[config.mk]
export PLATFORM = sky130hd
export DESIGN_NAME = source_comment_stripper_flat
export DESIGN_NICKNAME = d
export VERILOG_FILES = /design/src/rtl/scs_pkg.sv /design/src/rtl/scs_if.sv /design/src/rtl/source_comment_stripper.sv /design/src/flat_wrapper.sv
export SDC_FILE = /design/constraint.sdc
export NUM_CORES = 1
export LEC_CHECK = 0
export ABC_AREA = 1
export ABC_CLOCK_PERIOD_IN_PS = 8740
export BUFFER_PORTS_ARGS = -buffer_cell sky130_fd_sc_hd__buf_4
export CORE_ASPECT_RATIO = 0.9
export CORE_MARGIN = 4
export CORE_UTILIZATION = 40
export CTS_BUF_LIST = sky130_fd_sc_hd__clkbuf_2 sky130_fd_sc_hd__clkbuf_4 sky130_fd_sc_hd__clkbuf_8
export DETAILED_ROUTE_END_ITERATION = 12
export MAX_ROUTING_LAYER = met4
export PLACE_DENSITY_LB_ADDON = 0.2
export SYNTH_ARGS = -nofsm -noshare
export SYNTH_HDL_FRONTEND = slang
export SYNTH_SLANG_ARGS = --single-unit
[constraint.sdc]
create_clock -name clk_i -period 8.74 [get_ports clk_i]
set_clock_uncertainty 0.05 [all_clocks]
set_input_delay 0.437 -clock clk_i [delete_from_list [all_inputs] [get_ports clk_i]]
set_output_delay 0.437 -clock clk_i [all_outputs]
set_load 0.02 [all_outputs]
[src/rtl/scs_pkg.sv]
// ----------------------------------------------------------------------------
// scs_pkg
// Shared types and character constants for the source comment stripper.
// ----------------------------------------------------------------------------
package scs_pkg;

  // Characters the scanner reacts to.
  localparam logic [7:0] ChQuote  = 8'h22;
  localparam logic [7:0] ChSlash  = 8'h2F;
  localparam logic [7:0] ChStar   = 8'h2A;
  localparam logic [7:0] ChBslash = 8'h5C;
  localparam logic [7:0] ChNl     = 8'h0A;
  localparam logic [7:0] ChSpace  = 8'h20;

  // Most results a single input beat can cause.
  localparam int unsigned MaxResults = 3;

  // Input beat payload.
  typedef struct packed {
    logic [7:0] in_byte;
    logic       final_byte;
  } scs_in_t;

  // Output beat payload.
  typedef struct packed {
    logic [7:0] out_byte;
    logic       byte_valid;
    logic       text_end;
  } scs_out_t;

endpackage

[src/rtl/scs_if.sv]
// ----------------------------------------------------------------------------
// scs_in_if / scs_out_if
// Valid/ready stream channels for the comment stripper input and output.
// ----------------------------------------------------------------------------
interface scs_in_if;
  logic             valid;
  logic             ready;
  scs_pkg::scs_in_t data;

  modport source (output valid, output data, input ready);
  modport sink   (input valid, input data, output ready);
endinterface

interface scs_out_if;
  logic              valid;
  logic              ready;
  scs_pkg::scs_out_t data;

  modport source (output valid, output data, input ready);
  modport sink   (input valid, input data, output ready);
endinterface

[src/rtl/source_comment_stripper.sv]
// ----------------------------------------------------------------------------
// source_comment_stripper
// Streaming C-style comment remover with string pass-through.
// ----------------------------------------------------------------------------
// Source text enters one byte per beat on in_i; stripped text leaves one byte
// per beat on out_o. Block and line comments are removed, quoted strings pass
// unchanged (a backslash escapes a following quote), and outside strings a
// newline becomes a space, as does the newline closing a line comment. A
// slash is held one byte until it is known whether it opens a comment. On a
// beat marked final_byte any held slash is emitted, an open string gets a
// closing quote, and the last result carries text_end; if nothing else is
// due a bare end marker (byte_valid low) is sent. The scanner then returns
// to normal text. Rate: one input byte per cycle while each byte causes at
// most one result and out_o is not stalled; a byte causing two or three
// results holds the input until the single output port has drained the
// four-entry result queue to one result. Input is accepted whenever the
// queue holds at most one result, so a stalled output does not block the
// next byte. Results are registered in the queue before leaving on out_o.
// ----------------------------------------------------------------------------
module source_comment_stripper (
  input  logic        clk_i,
  input  logic        rst_ni,
  scs_in_if.sink      in_i,
  scs_out_if.source   out_o
);

  // Scanner modes.
  localparam logic [2:0] ModeNormal    = 3'd0;
  localparam logic [2:0] ModeSlash     = 3'd1;
  localparam logic [2:0] ModeString    = 3'd2;
  localparam logic [2:0] ModeStrEsc    = 3'd3;
  localparam logic [2:0] ModeLine      = 3'd4;
  localparam logic [2:0] ModeBlock     = 3'd5;
  localparam logic [2:0] ModeBlockStar = 3'd6;

  // Result queue depth: one waiting result plus a full burst from one beat.
  localparam int unsigned QDepth = scs_pkg::MaxResults + 1;

  logic [2:0]        mode_q, mode_d;
  logic [2:0]        cnt_q, cnt_d;
  scs_pkg::scs_out_t slot_q [QDepth];
  scs_pkg::scs_out_t slot_d [QDepth];

  logic              acc, pop;
  logic [7:0]        b;
  logic              fin;

  // Per-beat scan results.
  scs_pkg::scs_out_t step_res [scs_pkg::MaxResults];
  logic [1:0]        step_n;
  logic [2:0]        step_mode;

  // Plain-text handling of the current byte, shared by normal mode and the
  // byte after a held slash that did not open a comment.
  logic              plain_emit;
  logic [7:0]        plain_byte;
  logic [2:0]        plain_mode;

  assign b   = in_i.data.in_byte;
  assign fin = in_i.data.final_byte;

  // Accept while at most one result waits; a beat adds at most three.
  assign in_i.ready  = (cnt_q <= 3'd1);
  assign acc         = in_i.valid && in_i.ready;
  assign out_o.valid = (cnt_q != 3'd0);
  assign out_o.data  = slot_q[0];
  assign pop         = out_o.valid && out_o.ready;

  always_comb begin
    plain_emit = 1'b1;
    plain_byte = b;
    plain_mode = ModeNormal;
    if (b == scs_pkg::ChQuote) begin
      plain_mode = ModeString;
    end else if (b == scs_pkg::ChSlash) begin
      plain_emit = 1'b0;
      plain_mode = ModeSlash;
    end else if (b == scs_pkg::ChNl) begin
      plain_byte = scs_pkg::ChSpace;
    end
  end

  // Scan one byte: up to three results and the next mode.
  always_comb begin
    for (int i = 0; i < scs_pkg::MaxResults; i++) begin
      step_res[i] = '0;
    end
    step_n    = 2'd0;
    step_mode = mode_q;

    case (mode_q)
      ModeSlash: begin
        if (b == scs_pkg::ChStar) begin
          step_mode = ModeBlock;
        end else if (b == scs_pkg::ChSlash) begin
          step_mode = ModeLine;
        end else begin
          // Release the held slash, then treat the byte as plain text.
          step_res[0].out_byte   = scs_pkg::ChSlash;
          step_res[0].byte_valid = 1'b1;
          step_n                 = 2'd1;
          if (plain_emit) begin
            step_res[1].out_byte   = plain_byte;
            step_res[1].byte_valid = 1'b1;
            step_n                 = 2'd2;
          end
          step_mode = plain_mode;
        end
      end
      ModeString: begin
        step_res[0].out_byte   = b;
        step_res[0].byte_valid = 1'b1;
        step_n                 = 2'd1;
        if (b == scs_pkg::ChQuote) begin
          step_mode = ModeNormal;
        end else if (b == scs_pkg::ChBslash) begin
          step_mode = ModeStrEsc;
        end
      end
      ModeStrEsc: begin
        step_res[0].out_byte   = b;
        step_res[0].byte_valid = 1'b1;
        step_n                 = 2'd1;
        if (b != scs_pkg::ChBslash) begin
          step_mode = ModeString;
        end
      end
      ModeLine: begin
        if (b == scs_pkg::ChNl) begin
          step_res[0].out_byte   = scs_pkg::ChSpace;
          step_res[0].byte_valid = 1'b1;
          step_n                 = 2'd1;
          step_mode              = ModeNormal;
        end
      end
      ModeBlock: begin
        if (b == scs_pkg::ChStar) begin
          step_mode = ModeBlockStar;
        end
      end
      ModeBlockStar: begin
        if (b == scs_pkg::ChSlash) begin
          step_mode = ModeNormal;
        end else if (b != scs_pkg::ChStar) begin
          step_mode = ModeBlock;
        end
      end
      default: begin
        if (plain_emit) begin
          step_res[0].out_byte   = plain_byte;
          step_res[0].byte_valid = 1'b1;
          step_n                 = 2'd1;
        end
        step_mode = plain_mode;
      end
    endcase

    // End of text: flush a held slash, close an open string, mark the end.
    if (fin) begin
      if (step_mode == ModeSlash) begin
        step_res[step_n].out_byte   = scs_pkg::ChSlash;
        step_res[step_n].byte_valid = 1'b1;
        step_n                      = step_n + 2'd1;
      end else if (step_mode == ModeString || step_mode == ModeStrEsc) begin
        step_res[step_n].out_byte   = scs_pkg::ChQuote;
        step_res[step_n].byte_valid = 1'b1;
        step_n                      = step_n + 2'd1;
      end
      if (step_n == 2'd0) begin
        // Bare end marker: byte_valid stays low.
        step_n = 2'd1;
      end
      step_res[step_n - 2'd1].text_end = 1'b1;
      step_mode = ModeNormal;
    end
  end

  // Result queue: drop the head on pop, append new results behind the rest.
  always_comb begin
    logic [2:0] base;
    logic [2:0] k;
    base = cnt_q - {2'b00, pop};
    for (int i = 0; i < QDepth; i++) begin
      if (pop && (i < QDepth - 1)) begin
        slot_d[i] = slot_q[i + 1];
      end else begin
        slot_d[i] = slot_q[i];
      end
      k = 3'(i) - base;
      if (acc && (k < {1'b0, step_n})) begin
        slot_d[i] = step_res[k[1:0]];
      end
    end
    cnt_d = base + (acc ? {1'b0, step_n} : 3'd0);
  end

  assign mode_d = acc ? step_mode : mode_q;

  always_ff @(posedge clk_i or negedge rst_ni) begin
    if (!rst_ni) begin
      mode_q <= ModeNormal;
      cnt_q  <= 3'd0;
    end else begin
      mode_q <= mode_d;
      cnt_q  <= cnt_d;
    end
  end

  // Payload holds no reset.
  always_ff @(posedge clk_i) begin
    for (int i = 0; i < QDepth; i++) begin
      slot_q[i] <= slot_d[i];
    end
  end

  // Queue never overflows its four entries.
  a_cnt_bound: assert property (@(posedge clk_i) disable iff (!rst_ni)
    cnt_q <= 3'(QDepth))
    else $error("result queue count out of range");

  // A final beat always returns the scanner to normal text.
  a_final_mode: assert property (@(posedge clk_i) disable iff (!rst_ni)
    (acc && fin) |=> (mode_q == ModeNormal))
    else $error("scanner not reset after final byte");

  // A final beat always leaves at least one result waiting.
  a_final_result: assert property (@(posedge clk_i) disable iff (!rst_ni)
    (acc && fin) |=> (cnt_q != 3'd0))
    else $error("final byte produced no result");

  // A result without a byte is only ever the end marker.
  a_bare_marker: assert property (@(posedge clk_i) disable iff (!rst_ni)
    (out_o.valid && !out_o.data.byte_valid) |->
      (out_o.data.text_end && out_o.data.out_byte == 8'h00))
    else $error("bare result is not an end marker");

endmodule
[src/flat_wrapper.sv]
// flat-port wrapper written by rule: the top's interface ports become plain ports
module source_comment_stripper_flat 
  (clk_i, rst_ni, in_i_valid, in_i_data, in_i_ready, out_o_valid, out_o_data, out_o_ready);
  scs_in_if in_i_i ();
  scs_out_if out_o_i ();
  input  logic clk_i;
  input  logic rst_ni;
  input wire logic [$bits(in_i_i.valid)-1:0] in_i_valid;
  input wire logic [$bits(in_i_i.data)-1:0] in_i_data;
  output wire logic [$bits(in_i_i.ready)-1:0] in_i_ready;
  output wire logic [$bits(out_o_i.valid)-1:0] out_o_valid;
  output wire logic [$bits(out_o_i.data)-1:0] out_o_data;
  input wire logic [$bits(out_o_i.ready)-1:0] out_o_ready;
  assign in_i_i.valid = in_i_valid;
  assign in_i_i.data = in_i_data;
  assign in_i_ready = in_i_i.ready;
  assign out_o_valid = out_o_i.valid;
  assign out_o_data = out_o_i.data;
  assign out_o_i.ready = out_o_ready;
  source_comment_stripper u_core (.clk_i(clk_i), .rst_ni(rst_ni), .in_i(in_i_i), .out_o(out_o_i));
endmodule
# Word-level counts from Yosys, hierarchy flattened
# Memories as Yosys holds them, arrays and structs flattened.
# Cells that the tools add are included.
# op_classes
add_sub_neg,8
n_reduce_logical,13
bitwise,6
mux,73
n_eq_ne,16
magnitude_cmp,13
# op_table
cell,n
2-to-1 mux 10 bit,16
bitwise mux 30 bit,5
2-to-1 mux 30 bit,4
binary-select mux 10 bit (select 2 bit),4
demux 10 bit (select 2 bit),3
2-to-1 mux 9 bit,5
one-hot mux 9 bit (4 select lines),1
2-to-1 mux 3 bit,10
"== test 8 x 6 -> 1 bit, second input constant",3
2-to-1 mux 2 bit,12
2-to-1 mux 8 bit,3
"greater-or-equal comparator 3 bit, second input constant",6
inverter 2 -> 3 bit,6
one-hot mux 3 bit (6 select lines),1
2-to-1 mux 7 bit,2
"== test 3 x 2 -> 1 bit, second input constant",4
less-than comparator 3 x 2 -> 1 bit,4
"== test 3 bit, second input constant",3
"== test 8 x 4 -> 1 bit, second input constant",1
"== test 8 x 7 -> 1 bit, second input constant",1
logical AND 1 bit,8
"inequality test 8 x 6 -> 1 bit, second input constant",1
"inequality test 8 x 7 -> 1 bit, second input constant",1
one-hot mux 2 bit (4 select lines),1
14 further kinds,24
# word_totals
regBits,6
elab_cells,132
output_inout_bits,12
ram_bits,40
inputBits,13
memories,1
# mem_list
memory,words,width,read_ports,rd_clocked_by_memory_dff,write_ports,line_no,source
u_core.slot_q,4,10,4,0,4,source_comment_stripper.sv:41,scs_pkg::scs_out_t slot_q [QDepth];

# Depth between registers and ports, before layout
# depth
word_depth,26
depth_mapped,21
ltp_nobuf,21

# Least setup slack after synthesis
# OpenSTA, ideal clock, no wires.
# synth_timing
kind,register to register
from,reg u_core.cnt_q[2] (netlist name)
to,"mem u_core.slot_q[2][0] (netlist name), enable pin"
path_buffers,3
arrival_time_ns,3.307
setup_time_ns,0.340
synth_period_minus_slack_ns,3.696
stages_incl_launch_ff,18
setup_slack_ns,5.044
t_required_ns,8.350
path_cell_list,dfrtp_1 nor2_1 nand2_1 nand2_1 inv_1 ha_1 ha_1 clkbuf_1 inv_1 clkbuf_1 ha_1 o21ai_0 a21oi_1 nand2_2 inv_2 nand2_4 buf_12 nand2_1
# synth_lines
element,line_no
to (decl),source_comment_stripper.sv:41

==> impl_metrics.ini <==
[status]
status = complete, no violations

[worst_setup_path]
crit_top_cell = ha_1
critPathKind = reg -> reg
r2r_start = u_core.cnt_q[2]
crit_chain = nor2_1 > nand2_1 > nand2_1 > inv_1 > ha_1 > ha_1 > ha_1 > ha_1 > nor3_1 > nand2_4 > nand2_1
r2r_end = u_core.slot_q[0][8]
max_stage_delay_ns = 0.64
reg2reg_setup_slack_ns = 4.99
end_kind = flop
start_kind = flop
r2r_cells = 11
cp_max_fo = 18
cp_data_required_time_ns = 8.65
crit_slowest_cell = ha_1
arrival_ns = 3.66

[synth]
yosys_most_used_dff = edfxtp_1
synth.top_cell.area_share_pct = 33.9
synthTopCellsByArea = edfxtp_1 34%, nand2_1 21%, nand3_1 8.5%, dfrtp_1 4.2%, inv_1 3.5%
yosys_warnings = 0
seq_area_frac_synth_pct = 38.1
syn_area_sq_um = 3540
ys_ff_latch = 46
synth_area_leader_cell = edfxtp_1
synth_cell_type_count = 37
syn_area_per_cell_sq_um = 7.23
syn_nets = 513
async_reset_ff_share_pct = 13.0
synth_edf_count = 40
synthCells = 490

[die]
core_sq_um = 8610
die_w_microns = 107
ios = 25
start_util_pct = 41.1
fp.dieH_microns = 97.3
dieArea_sq_um = 10400
row_count = 32

[routing]
drc = 0
postRouteAntennaNets = 0
drtPass1Iterations = 5
vias = 3146
wl_per_cell_microns = 13.8
drt-total-wl_microns = 8630
viasPerCell = 5.03
drt-initial-drc-count = 226

[job]
max-cap-violations = 0

[place]
dp_hpwl_microns = 7000
port_buffers = 24
gp_congestion = 0.970

[sta]
whs_ns = 0.437
slew_headroom_pct = 30.7
fin_setup_tns_ns = 0
setup_viol = 0
rsz0062_at_grt = false
report.final.hold_viol_count = 0
final-max-slew-violation-count = 0
tightest_slew_ns = 1.04
finalCriticalPeriod_ns = 3.75
timing.final.crit_share_pct = 42.9
max_freq_mhz = 267

[cells_and_area]
layout_common_cells = 194 x nand2_1, 60 x nand3_1, 40 x edfxtp_1
multiInputGateArea_sq_um = 1920
fin_util_pct = 45.0
register_area_sq_um = 1350
mostFrequentLayoutCell = nand2_1
syn2layout_area_growth_pct = 9.43
fillers = 905
nets = 529
drive_gt1_share_pct = 17.6
n_antenna_cell = 0

[clock_network]
htreeDepth = 2
cts_tree = done
clk_pin_slew_ns = 0.09
cts_sinks = 46
cts_made_buffers = 5
cts_resized = 0
cts_buffer_depth = 2
root_buffer = clkbuf_8
clk_latency_ns = 0.30

[power_and_ir_drop]
power_mw = 1.61
power.density_nw_per_um2 = 416
p_leak_nw = 1.92
ir_drop_uv = 165

[grt]
grtUsageTotal_pct = 17.8
antenna_found_initial = 0
grt_max_degree = 30
overflow = 0
grt_pass1_wl_microns = 14300
grt_pass1_vias = 2899

[worst_hold_path]
holdCritPathClass = in -> async
==> timing repair <==
action | CTS | global route
hold buffers | 1 | 0
hold endpoints to repair | 6 | 0
setup buffers | 0 | 0
==> report_power, final <==
part	switching, mW	leakage, nW	internal [mW]
logic	0.791	1.42	0.319
clock network	0.0719	0.0441	0.0562
registers	0.0320	0.460	0.341
total	0.895	1.92	0.716
==> worst max-delay path, delay by kind of cell (launching register included) <==
kind | cells | cell delay [ns]
flops | 1 | 0.40
simple gates | 6 | 1.27
buf+inv | 1 | 0.06
fa+ha+maj | 4 | 1.61
==> metrics by stage <==
stage	cells	setup slack, ns	cell area, sq um
floorplan	490	5.04	3540
global placement	617	5.11	3780
detailed placement	617	4.99	3780
CTS	626	4.97	3880
global route	626	4.55	3880
finish	626	4.99	3880
==> sequential cells by signal, indices dropped and copies added, names as in the netlist <==
signal / flops
u_core.slot_q: 40
u_core.mode_q: 3
u_core.cnt_q: 3
==> layout make-up <==
type	count	share of cell area, %
Tap cell	119	3.84
Inverter	45	4.36
Timing Repair Buffer	26	5.10
Multi-Input combinational cell	382	49.5
Sequential cell	46	34.9
Clock inverter	3	0.549
Clock buffer	5	1.78
==> kinds of logic after synthesis <==
family	Yosys count	synth area share [%]
AOI/OAI and AO/OA	40	6.64
xor gates and xnor gates	2	0.495
adders and majority gates	10	3.74
buffers and inverters	62	7.67
DFF	46	38.1
and+or+nand+nor	330	43.3
==> routing by layer <==
metal	vias up	share of wire, %	GRT usage [%]
met4	0	3.0	6.98
li1	1618	-	-
met5	-	0	-
met3	19	5.0	2.13
met2	101	47	28.1
met1	1408	45	23.3
==> how the worst max path moves through the flow <==
stage | end | from | slack (ns) | cells after the start
6_report | u_core.slot_q[0][8] | u_core.cnt_q[2] | 4.99 | 11
3_3_place_gp | u_core.slot_q[0][3] | u_core.cnt_q[2] | 5.11 | 11
2_1_floorplan | u_core.slot_q[2][0] | u_core.cnt_q[2] | 5.04 | 17
4_1_cts | u_core.slot_q[0][8] | u_core.cnt_q[2] | 4.97 | 11
5_1_grt | u_core.slot_q[2][0] | u_core.cnt_q[2] | 4.55 | 13
3_5_place_dp | u_core.slot_q[0][4] | u_core.cnt_q[2] | 4.99 | 11
==> cells in the mapped netlist (2+ instances only) <==
cell type,n
inv_2,11
nand2_1,194
ha_1,9
nor3_1,5
o211ai_1,2
buf_1,3
edfxtp_1,40
clkbuf_1,7
nand3_4,3
nand2_4,6
buf_6,2
o22ai_1,2
nand3_2,5
o21ai_2,4
dfrtp_1,6
nand3_1,60
a21oi_2,3
nand2_2,18
nand4_1,2
nor2_1,29
o21ai_0,19
nor2_4,3
inv_1,33
buf_2,3
a21oi_1,9
(Power assumes the default switching activity.)
